===== config.mk =====
export PLATFORM = sky130hd
export DESIGN_NAME = aabb_pair_collision_resolve
export DESIGN_NICKNAME = d
export VERILOG_FILES = /design/src/sv/apcr_pkg.sv /design/src/sv/apcr_axis.sv /design/src/sv/apcr_resolve.sv /design/src/sv/aabb_pair_collision_resolve.sv
export SDC_FILE = /design/constraint.sdc
export NUM_CORES = 1
export LEC_CHECK = 0
export ABC_AREA = 1
export BUFFER_PORTS_ARGS = -buffer_cell sky130_fd_sc_hd__buf_2
export CORE_MARGIN = 1.5
export CORE_UTILIZATION = 35
export CTS_CLUSTER_DIAMETER = 100
export DETAILED_ROUTE_END_ITERATION = 7
export PLACE_DENSITY = 0.56
export SLEW_MARGIN = 30
export SYNTH_ARGS = -nofsm -noshare
export SYNTH_HDL_FRONTEND = slang
export SYNTH_SLANG_ARGS = --single-unit
export TNS_END_PERCENT = 10

===== constraint.sdc =====
create_clock -name clk -period 9.73 [get_ports clk]
set_input_delay 0.4865 -clock clk [delete_from_list [all_inputs] [get_ports clk]]
set_output_delay 0.4865 -clock clk [all_outputs]
set_load 0.1 [all_outputs]

===== src/sv/apcr_pkg.sv =====
// ----------------------------------------------------------------------------
// apcr_pkg
// shared widths, types and codes of the box pair collision block
// ----------------------------------------------------------------------------
package apcr_pkg;

    // one signed fixed-point coordinate, x y z packed into a triple
    localparam int COORD_WIDTH = 16;
    localparam int NUM_AXES    = 3;
    localparam int SEL_W       = $clog2(NUM_AXES);
    localparam int TRIPLE_W    = NUM_AXES * COORD_WIDTH;

    // stream widths
    localparam int IN_DATA_W   = 6 * TRIPLE_W;
    localparam int IN_TDATA_W  = ((IN_DATA_W + 7) / 8) * 8;
    localparam int IN_TUSER_W  = 2;
    localparam int OUT_DATA_W  = 2 * TRIPLE_W;
    localparam int OUT_TDATA_W = ((OUT_DATA_W + 7) / 8) * 8;
    localparam int OUT_TUSER_W = 3;

    typedef logic signed [COORD_WIDTH-1:0] coord_t;
    typedef logic [TRIPLE_W-1:0] triple_t;

    typedef enum logic [1:0] {
        AXIS_NONE = 2'd0,
        AXIS_X    = 2'd1,
        AXIS_Y    = 2'd2,
        AXIS_Z    = 2'd3
    } push_axis_t;

    // per-axis overlap status
    typedef struct packed {
        logic   hit;
        coord_t ov;
        logic   delta_pos;
    } axis_t;

    // resolved result of one box pair
    typedef struct packed {
        logic       hit;
        push_axis_t push_axis;
        triple_t    shift_a;
        triple_t    shift_b;
    } res_t;

endpackage


===== src/sv/apcr_axis.sv =====
// ----------------------------------------------------------------------------
// apcr_axis
// overlap test, saturated overlap and position sign on one axis
// ----------------------------------------------------------------------------
module apcr_axis
(
    input  apcr_pkg::coord_t amin,
    input  apcr_pkg::coord_t amax,
    input  apcr_pkg::coord_t bmin,
    input  apcr_pkg::coord_t bmax,
    input  apcr_pkg::coord_t pa,
    input  apcr_pkg::coord_t pb,
    output apcr_pkg::axis_t  result
);

    localparam int CW = apcr_pkg::COORD_WIDTH;

    logic signed [CW:0] d1;
    logic signed [CW:0] d2;
    logic signed [CW:0] dmin;
    logic signed [CW:0] delta;

    always_comb
    begin
        d1    = {amax[CW-1], amax} - {bmin[CW-1], bmin};
        d2    = {bmax[CW-1], bmax} - {amin[CW-1], amin};
        dmin  = (d1 < d2) ? d1 : d2;
        delta = {pb[CW-1], pb} - {pa[CW-1], pa};

        result.hit       = (amin <= bmax) && (amax >= bmin);
        result.delta_pos = !delta[CW] && (delta != '0);

        // clamp to the signed coordinate range
        if (!dmin[CW] && dmin[CW-1])
        begin
            result.ov = {1'b0, {(CW-1){1'b1}}};
        end
        else if (dmin[CW] && !dmin[CW-1])
        begin
            result.ov = {1'b1, {(CW-1){1'b0}}};
        end
        else
        begin
            result.ov = dmin[CW-1:0];
        end
    end

endmodule


===== src/sv/apcr_resolve.sv =====
// ----------------------------------------------------------------------------
// apcr_resolve
// least-overlap axis choice and split of the push between the two bodies
// ----------------------------------------------------------------------------
module apcr_resolve
(
    input  apcr_pkg::axis_t [apcr_pkg::NUM_AXES-1:0] ax,
    input  logic                                     a_fixed,
    input  logic                                     b_fixed,
    output apcr_pkg::res_t                           res
);

    localparam int CW = apcr_pkg::COORD_WIDTH;

    logic [apcr_pkg::SEL_W-1:0] sel;
    logic                       hit_all;
    logic                       push_en;
    apcr_pkg::coord_t           least;
    apcr_pkg::coord_t           push;
    apcr_pkg::coord_t           neg;
    apcr_pkg::coord_t           sa;
    apcr_pkg::coord_t           sb;

    always_comb
    begin
        // first minimum wins, x before y before z
        sel = apcr_pkg::SEL_W'(0);
        if (!(ax[0].ov <= ax[1].ov && ax[0].ov <= ax[2].ov))
        begin
            sel = (ax[1].ov <= ax[2].ov) ? apcr_pkg::SEL_W'(1) : apcr_pkg::SEL_W'(2);
        end

        hit_all = ax[0].hit && ax[1].hit && ax[2].hit;
        least   = ax[sel].ov;
        push_en = hit_all && (least > 0);
        push    = ax[sel].delta_pos ? least : -least;
        neg     = -push;

        case ({a_fixed, b_fixed})
            2'b10:
            begin
                sa = '0;
                sb = push;
            end
            2'b01:
            begin
                sa = neg;
                sb = '0;
            end
            2'b00:
            begin
                sa = neg >>> 1;
                sb = push >>> 1;
            end
            default:
            begin
                sa = '0;
                sb = '0;
            end
        endcase

        res.hit       = hit_all;
        res.push_axis = push_en ? apcr_pkg::push_axis_t'(sel + apcr_pkg::SEL_W'(1))
                                : apcr_pkg::AXIS_NONE;
        for (int k = 0; k < apcr_pkg::NUM_AXES; k++)
        begin
            res.shift_a[k*CW +: CW] = (push_en && sel == apcr_pkg::SEL_W'(k)) ? sa : '0;
            res.shift_b[k*CW +: CW] = (push_en && sel == apcr_pkg::SEL_W'(k)) ? sb : '0;
        end
    end

endmodule


===== src/sv/aabb_pair_collision_resolve.sv =====
// ----------------------------------------------------------------------------
// aabb_pair_collision_resolve
// overlap test and minimum-axis separation of two 3d axis-aligned boxes
// ----------------------------------------------------------------------------
// One box pair per transaction, one transaction per clock cycle sustained while
// m_tready stays high. A pair accepted on s_* is captured in an input register
// at the accepting edge, resolved by the per-axis units and the resolve logic in
// a single pass, and loaded into the result register on m_* once that register
// is free or being drained, which raises m_tvalid. The result register parts the
// two sides, so a new pair is taken while a finished result still waits; s_tready
// drops only when both the input and the result register are full and m_tready
// is low. Coordinates are signed Q8.8 by default, x in the lowest lane of each
// triple. Overlaps saturate to the coordinate range; the push goes to the movable
// body, halved with an arithmetic shift when both move, and is dropped when both
// are static.
// ----------------------------------------------------------------------------
module aabb_pair_collision_resolve
(
    input  logic                             clk,
    input  logic                             rst_n,

    input  logic                             s_tvalid,
    output logic                             s_tready,
    // box_a_min, box_a_max, box_b_min, box_b_max, pos_a, pos_b
    input  logic [apcr_pkg::IN_TDATA_W-1:0]  s_tdata,
    // a_fixed, b_fixed
    input  logic [apcr_pkg::IN_TUSER_W-1:0]  s_tuser,

    output logic                             m_tvalid,
    input  logic                             m_tready,
    // shift_a, shift_b
    output logic [apcr_pkg::OUT_TDATA_W-1:0] m_tdata,
    // hit, push_axis
    output logic [apcr_pkg::OUT_TUSER_W-1:0] m_tuser
);

    localparam int CW = apcr_pkg::COORD_WIDTH;
    localparam int TW = apcr_pkg::TRIPLE_W;

    // input register
    logic                            in_valid_reg;
    logic                            in_valid_next;
    logic [apcr_pkg::IN_DATA_W-1:0]  in_data_reg;
    logic [apcr_pkg::IN_TUSER_W-1:0] in_user_reg;

    // result register
    logic                            out_valid_reg;
    logic                            out_valid_next;
    apcr_pkg::res_t                  out_res_reg;

    // stage control
    logic                            advance;
    logic                            in_load;
    logic                            out_load;

    apcr_pkg::axis_t [apcr_pkg::NUM_AXES-1:0] ax;
    apcr_pkg::res_t                           res;

    // the result register moves on when it is empty or being drained
    always_comb
    begin
        advance        = !out_valid_reg || m_tready;
        s_tready       = !in_valid_reg || advance;
        in_load        = s_tvalid && s_tready;
        out_load       = advance && in_valid_reg;
        in_valid_next  = s_tready ? s_tvalid : in_valid_reg;
        out_valid_next = advance ? in_valid_reg : out_valid_reg;
    end

    always_ff @(posedge clk or negedge rst_n)
    begin
        if (!rst_n)
        begin
            in_valid_reg  <= 1'b0;
            out_valid_reg <= 1'b0;
        end
        else
        begin
            in_valid_reg  <= in_valid_next;
            out_valid_reg <= out_valid_next;
        end
    end

    // payload, no reset needed
    always_ff @(posedge clk)
    begin
        if (in_load)
        begin
            in_data_reg <= s_tdata[apcr_pkg::IN_DATA_W-1:0];
            in_user_reg <= s_tuser;
        end
        if (out_load)
        begin
            out_res_reg <= res;
        end
    end

    // one overlap unit per axis, lanes sliced out of the packed triples
    for (genvar k = 0; k < apcr_pkg::NUM_AXES; k++)
    begin : g_axis
        apcr_axis u_axis
        (
            .amin   (in_data_reg[0*TW + k*CW +: CW]),
            .amax   (in_data_reg[1*TW + k*CW +: CW]),
            .bmin   (in_data_reg[2*TW + k*CW +: CW]),
            .bmax   (in_data_reg[3*TW + k*CW +: CW]),
            .pa     (in_data_reg[4*TW + k*CW +: CW]),
            .pb     (in_data_reg[5*TW + k*CW +: CW]),
            .result (ax[k])
        );
    end

    apcr_resolve u_resolve
    (
        .ax      (ax),
        .a_fixed (in_user_reg[0]),
        .b_fixed (in_user_reg[1]),
        .res     (res)
    );

    // outputs straight from the result register
    assign m_tvalid = out_valid_reg;
    assign m_tdata  = apcr_pkg::OUT_TDATA_W'({out_res_reg.shift_b, out_res_reg.shift_a});
    assign m_tuser  = {out_res_reg.push_axis, out_res_reg.hit};

endmodule


==> results of run 1 <==
worst min-delay path by stage:
| stage | to | cells past startpoint | start | slack, ns |
|---|---|---|---|---|
| floorplan | in_valid_reg | 0 | rst_n | 0.19 |
| global placement | in_valid_reg | 1 | rst_n | 0.27 |
| detailed placement | in_valid_reg | 1 | rst_n | 0.28 |
| CTS | in_data_reg[77] | 1 | s_tdata[77] | 0.02 |
| global route | in_data_reg[77] | 1 | s_tdata[77] | 0.03 |
| finish | in_data_reg[77] | 1 | s_tdata[77] | 0.06 |
final cells by class:
class | instances | area (um2)
Antenna cell | 6 | 15.0
Inverter | 399 | 1510
Timing Repair Buffer | 405 | 2080
Fill cell | 6808 | 39700
Sequential cell | 391 | 11700
Clock buffer | 56 | 1170
Tap cell | 931 | 1160
Clock inverter | 26 | 388
Multi-Input combinational cell | 1758 | 10900
cell usage in the layout (no fill, tap or decap), types with 7 or more instances in the layout:
cell type  instances
xnor2_1           50
o22ai_1           18
edfxtp_1         389
buf_2            394
a21oi_1          200
nor2_1           172
xor2_1            69
bufinv_16          8
a211oi_1           7
clkbuf_1          11
nand2_1          498
ha_1             239
nor3_1            14
o21ai_0           93
nand4_1           33
o21bai_1           7
nand3_1          153
nand2_2           46
a31oi_1           15
a21o_1            13
nand3_2           14
clkbuf_16         45
nor2_2            18
nand2_4           10
fa_1               9
o21ai_1           15
buf_4              7
nand3b_1           7
inv_1            384
inv_2             12
nor4_1             8
stage by stage:
| step | hold WS (ns) | std cells |
|---|---|---|
| 2_1_floorplan | 0.191 | 2582 |
| 3_3_place_gp | 0.275 | 3882 |
| 3_5_place_dp | 0.277 | 3882 |
| 4_1_cts | 0.0231 | 3965 |
| 5_1_grt | 0.0325 | 3971 |
| 6_report | 0.0650 | 3972 |
kinds of logic after synthesis:
family	synth area share, %
AOI/OAI and AO/OA	9.19
xor gates and xnor gates	4.35
adders and majority gates	13.0
buffers and inverters	6.90
DFF	48.2
and+or+nand+nor	18.4
layer usage:
| metal | track usage (%) | wire (um) |
|---|---|---|
| met2 | 28.9 | 28800 |
| met1 | 20.8 | 26500 |
| met3 | 3.67 | 3450 |
| met4 | 6.04 | 1930 |
| met5 | 0 | 82 |
what timing repair did:
action | CTS | global route
hold endpoints to repair | 2 | 0
hold buffers | 1 | 0
buffers inserted | 0 | 0
worst register-to-register path: cells and delay by family (launching register included):
family / cells / cell delay, ns
adders and majority gates: 6 / 1.74
buffers and inverters: 7 / 0.62
AOI/OAI and AO/OA: 10 / 2.29
DFF: 1 / 0.38
xor gates and xnor gates: 1 / 0.24
and+or+nand+nor: 28 / 3.13
==> summary.md, run 1 <==
| Metric | Value |
|---|---|
| Startpoint of the worst-slack reg-to-reg timing path | in_data_reg[16] |
| Largest cells by area after synthesis | edfxtp_1 (48%), ha_1 (12%), nand2_1 (7.7%), inv_1 (5.9%), a21oi_1 (4.1%) |
| Sink Count | around 390 |
| Average cell area after synthesis | between 9 and 10 um2 |
| Clock latency reported for the late side of the worst-skew pair | between 0.5 and 0.6 ns |
| Largest net degree at the start of global routing | roughly 110 |
| Top cells by instance count after synthesis | nand2_1 (498), edfxtp_1 (389), inv_1 (385) |
| Via count of the first global-routing pass | 18000 |
| Seq/Total Area, Yosys | around half |
| Buf/Inv on CP | 7 |
| Syn. warnings | 0 |
| Async S/R FF share, synth | less than 1% |
| Worst setup EP type | flip-flop |
| Worst slew slack as a fraction of its limit | between 40% and 50% |
| Via density | 4.69 |
| Post-route design area | about 29000 um2 |
| Area share of the largest cell type after synthesis | 48.0% |
| Synth Flop Type | edfxtp_1 |
| Setup repair after global routing missed its margin | false |
| Count of nets after finishing | 3541 |
| Share of cells above drive strength 1 | approximately 20% |
| Accumulated negative setup slack | 0 ns |
| Critical path launch point type | flip-flop |
| Longest Clk Path Bufs | 3 |
| Routed wire per std cell | 15.3 um |
| Final count of pins violating max slew | 0 |
| Final Util | a little over two fifths |
| Drt first-iter violations | 923 |
| Cell at the slowest stage of the critical path | o21ai_0 |
| Die Outline Area | 71200 um2 |
| Most frequent cell on the critical path | nand2_1 |
| Number of distinct library cell variants in the gate-level netlist after synthesis | 60 |
| Post-synthesis to final-layout area growth | 19.1% |
| Placeable Area | 68700 um2 |
| Most frequently used cell type in the post-synthesis netlist | nand2_1 |
| TritonRoute pass-1 iters | 5 |
| Slack of the critical path | 1.18 ns |
| Post-detailed-route DRC marker count | 0 |
| Total GRT Usage | 16.9% |
| Width of the chip | 267 um |
| Worst setup path startpoint | in_data_reg[16] |
| Synthesized net count | roughly 3100 |
| Reg2Reg Capture Point | m_tdata[44] |
| Total number of vias | 18600 |
| Clock tree from TritonCTS | yes |
| Maximum level of the CTS H-tree | 2 |
| Starting density of the core | 35.4% |
| Top cell family by delay on the critical path | simple AND/OR/NAND/NOR gates |
| Placer congestion estimate | 0.925 |
| Count of nets left with antenna violations after detail routing | 0 |
| Root Driver | clkbuf_16 |
| DP Area | 27400 um2 |
| Longest individual stage delay on the worst path | 0.49 ns |
| Die extent in y | 267 um |
| CP Capture Point | m_tdata[44] |
| CP Depth | 52 |
| Max FFs per register | 288 |
| Synthesized flop and latch total | 391 |
| Highest clock frequency the design can meet | 117 MHz |
| Minimum clock period | 8.55 ns |
| Worst clock skew | 0.0282 ns |
| Register-to-register setup slack | 1.18 ns |
| Post-synthesis cell type with the largest combined area | edfxtp_1 |
| Arrival time reported for the critical path endpoint | 8.97 ns |
| Number of maximum-capacitance constraint violations | 0 |
| Setup Slack @ Placement | about 1.3 ns |
| Tightest Hold Check Type | input pin to flip-flop |
| Syn Std Cell Area | between 20000 and 25000 um2 |
| Worst Path Max Fanout | 22 |
| Number of endpoints with negative hold slack in the final report | 0 |
| Data required time of the worst path | about 10 ns |
| Io pins | 395 |
| Setup violations, final | 0 |
| Number of enable-type register cells in the synthesized netlist | 389 |
| Outcome | complete, no violations |
| Post-CTS sizing | 0 |
| Sum of overflow across all layers after global routing | 0 |
| Cells after Synth | 2582 |
| Number of antenna violations at the first check in global routing | 14 |
| Slew @ Worst Pin | 0.882 ns |
| First-pass GRT wire length | between 90000 and 100000 um |
| Cell depth of the worst flop-to-flop path | 52 |
| Total wire length | 60800 um |
| Number of buffers added by the clock tree synthesis step | 44 |
| Standard-cell rows | 96 |
| Clock input transition at the sequential cells of the worst setup and hold paths | 0.06 ns |
| DP HPWL | just under 50000 um |
| Kind of critical path | flip-flop to flip-flop |
| Share of the clock period used by the worst path after layout | 87.9% |
| Port Buffer Count | 394 |
Power of run 1 is left out: the tool's default activity adds up to more than one toggle a clock period on the data nets, which glitch-free logic cannot reach.
==> run 2, diff against run 1 <==
--- a/config.mk
+++ b/config.mk
@@ -12,6 +12,7 @@
 export CTS_CLUSTER_DIAMETER = 100
 export DETAILED_ROUTE_END_ITERATION = 7
 export PLACE_DENSITY = 0.56
+export REMOVE_ABC_BUFFERS = 1
 export SLEW_MARGIN = 30
 export SYNTH_ARGS = -nofsm -noshare
 export SYNTH_HDL_FRONTEND = slang
==> run 2 against run 1 <==
  * Cell area is 0.41% lower
  * Sequential share of layout area rose by 0.17 points
  * Die area unchanged
  * Flip-flop and latch count did not move
  * Worst setup slack gained 0.043 ns
  * Register-to-register slack better by 0.04 ns
  * Critical path type unchanged
  * Count of clock-buffer cells in the layout fell by 2
  * First-iteration DRC count is 12% higher
  * Routed wire length increased by 0.25%
  * Global-route usage rose by 0.21 points
  * Final cell count barely moved
  * Highest routed layer unchanged
  * Via count is 0.34% higher
==> summary.md, run 2 (synthesis results as in run 1) <==
| Metric | Value |
|---|---|
| Cell depth of the worst flop-to-flop path | 49 (was 52) |
| Worst Path Max Fanout | 27 (was 22) |
| Count of nets after finishing | 3542 (was 3541) |
| Via count of the first global-routing pass | 18300 (was 18000) |
| Cell at the slowest stage of the critical path | o21ai_0 (unchanged) |
| Standard-cell rows | 96 (unchanged) |
| Register-to-register setup slack | 1.22 ns (was 1.18 ns) |
| Placer congestion estimate | 0.925 (about the same) |
| Port Buffer Count | 394 (unchanged) |
| Width of the chip | 267 um (unchanged) |
| Total GRT Usage | 17.1% (was 16.9%) |
| Sink Count | 391 (unchanged) |
| First-pass GRT wire length | 95700 um (was 94300 um) |
| TritonRoute pass-1 iters | 8 (was 5) |
| Arrival time reported for the critical path endpoint | 8.93 ns (was 8.97 ns) |
| Top cell family by delay on the critical path | compound AO/OA/AOI/OAI gates (was simple AND/OR/NAND/NOR gates) |
| Min-Delay Path Depth | 1 (unchanged) |
| Placeable Area | 68700 um2 (unchanged) |
| Most frequent cell on the critical path | nand2_1 (unchanged) |
| Most used cells in the layout excluding fill and tap cells | nand2_1 (498), buf_2 (394), edfxtp_1 (389), inv_1 (384), ha_1 (239) (unchanged) |
| Post-detailed-route DRC marker count | 0 (unchanged) |
| Tightest Hold Check Type | input pin to flip-flop (unchanged) |
| Routed wire per std cell | 15.3 um (about the same) |
| Post-CTS sizing | 0 (unchanged) |
| Startpoint of the worst-slack reg-to-reg timing path | in_data_reg[16] (unchanged) |
| Number of buffers added by the clock tree synthesis step | 45 (was 44) |
| Outcome | complete, no violations (unchanged) |
| Setup Slack @ Placement | 1.26 ns (was 1.30 ns) |
| Io pins | 395 (unchanged) |
| Total wire length | 60900 um (was 60800 um) |
| Setup violations, final | 0 (unchanged) |
| Number of maximum-capacitance constraint violations | 0 (unchanged) |
| Longest Clk Path Bufs | 3 (unchanged) |
| Setup repair after global routing missed its margin | false (unchanged) |
| Buf/Inv on CP | 5 (was 7) |
| Most common cell after layout, fill and taps aside | nand2_1 (unchanged) |
| Die Outline Area | 71200 um2 (unchanged) |
| Share of the clock period used by the worst path after layout | 87.5% (was 87.9%) |
| Largest net degree at the start of global routing | 91 (was 105) |
| Clock tree from TritonCTS | yes (unchanged) |
| DP HPWL | 49200 um (was 48900 um) |
| Count of nets left with antenna violations after detail routing | 0 (unchanged) |
| Setup Buffers After CTS | 0 (unchanged) |
| Min-Delay Startpoint | s_tdata[212] (was s_tdata[77]) |
| Root Driver | clkbuf_16 (unchanged) |
| CP Depth | 49 (was 52) |
| Reg2Reg Capture Point | m_tdata[29] (was m_tdata[44]) |
| Max FFs per register | 288 (unchanged) |
| Via density | 4.70 (was 4.69) |
| Clock latency reported for the late side of the worst-skew pair | 0.59 ns (about the same) |
| Critical path launch point type | flip-flop (unchanged) |
| Number of endpoints with negative hold slack in the final report | 0 (unchanged) |
| Worst clock skew | 0.0230 ns (was 0.0282 ns) |
| Slack of the critical path | 1.22 ns (was 1.18 ns) |
| Post-synthesis to final-layout area growth | 18.6% (was 19.1%) |
| Slew @ Worst Pin | 0.869 ns (was 0.882 ns) |
| Minimum clock period | 8.51 ns (was 8.55 ns) |
| Drt first-iter violations | 1033 (was 923) |
| Highest clock frequency the design can meet | 118 MHz (was 117 MHz) |
| Worst setup EP type | flip-flop (unchanged) |
| Longest individual stage delay on the worst path | 0.55 ns (was 0.49 ns) |
| CTS Hold Buffers Added | 1 (unchanged) |
| Hold-critical path endpoint | in_data_reg[212] (was in_data_reg[77]) |
| Number of antenna violations at the first check in global routing | 21 (was 14) |
| Die extent in y | 267 um (unchanged) |
| Clock input transition at the sequential cells of the worst setup and hold paths | 0.06 ns (about the same) |
| Starting density of the core | 35.4% (unchanged) |
| Accumulated negative setup slack | 0 ns (unchanged) |
| Sum of overflow across all layers after global routing | 0 (unchanged) |
| Worst slew slack as a fraction of its limit | 41.9% (was 41.0%) |
| Share of cells above drive strength 1 | 19.4% (was 19.6%) |
| Kind of critical path | flip-flop to flip-flop (unchanged) |
| Total number of vias | 18700 (was 18600) |
| Maximum level of the CTS H-tree | 2 (unchanged) |
| Data required time of the worst path | 10.15 ns (about the same) |
| Final count of pins violating max slew | 0 (unchanged) |
-- run 2: changes by cell type in the layout (fill, tap and decap cells not counted), moves of 2 or more --
cell,change
diode_2,+3
clkinv_2,+2
bufinv_16,-4
inv_6,-2
buf_4,+2
clkinvlp_4,-2
clkinv_1,+7
clkbuf_1,-3
-- run 2: metrics by stage --
stage | hold WS (ns) | instance area, um2 | util [%] | instances
6_report | 0.0665 | 28900 | 42.0 | 3975
5_1_grt | 0.0404 | 28900 | 42.0 | 3974
4_1_cts | 0.0302 | 28900 | 42.0 | 3966
3_5_place_dp | 0.274 | 27400 | 39.9 | 3883
3_3_place_gp | 0.274 | 27400 | 39.9 | 3883
2_1_floorplan | 0.191 | 24200 | - | 2548
-- run 2: worst max-delay path by stage --
stage | startpoint | to | slack [ns]
5_1_grt | in_data_reg[160] | m_tdata[29] | 0.24
4_1_cts | in_data_reg[16] | m_tdata[29] | 1.21
6_report | in_data_reg[16] | m_tdata[29] | 1.22
3_5_place_dp | in_data_reg[16] | m_tdata[46] | 1.26
3_3_place_gp | in_data_reg[16] | m_tdata[46] | 1.36
2_1_floorplan | m_tvalid | in_data_reg[0] | 1.59
-- run 2: per-layer routing --
metal	part of all wire (%)	global-route usage, %	vias to the layer above
met5	0.22	0	-
met4	2.7	5.48	22
met3	6.2	4.17	111
met2	48	29.1	446
met1	43	21.1	8479
li1	-	-	9630
-- run 2: area by class of cell --
cell class | count | area, um2
Fill cell | 6889 | 39800
Sequential cell | 391 | 11700
Multi-Input combinational cell | 1758 | 10900
Timing Repair Buffer | 405 | 2060
Inverter | 399 | 1510
Clock buffer | 54 | 1180
Tap cell | 931 | 1160
Clock inverter | 28 | 270
Antenna cell | 9 | 22.5
Power of run 2 is left out for the same reason.
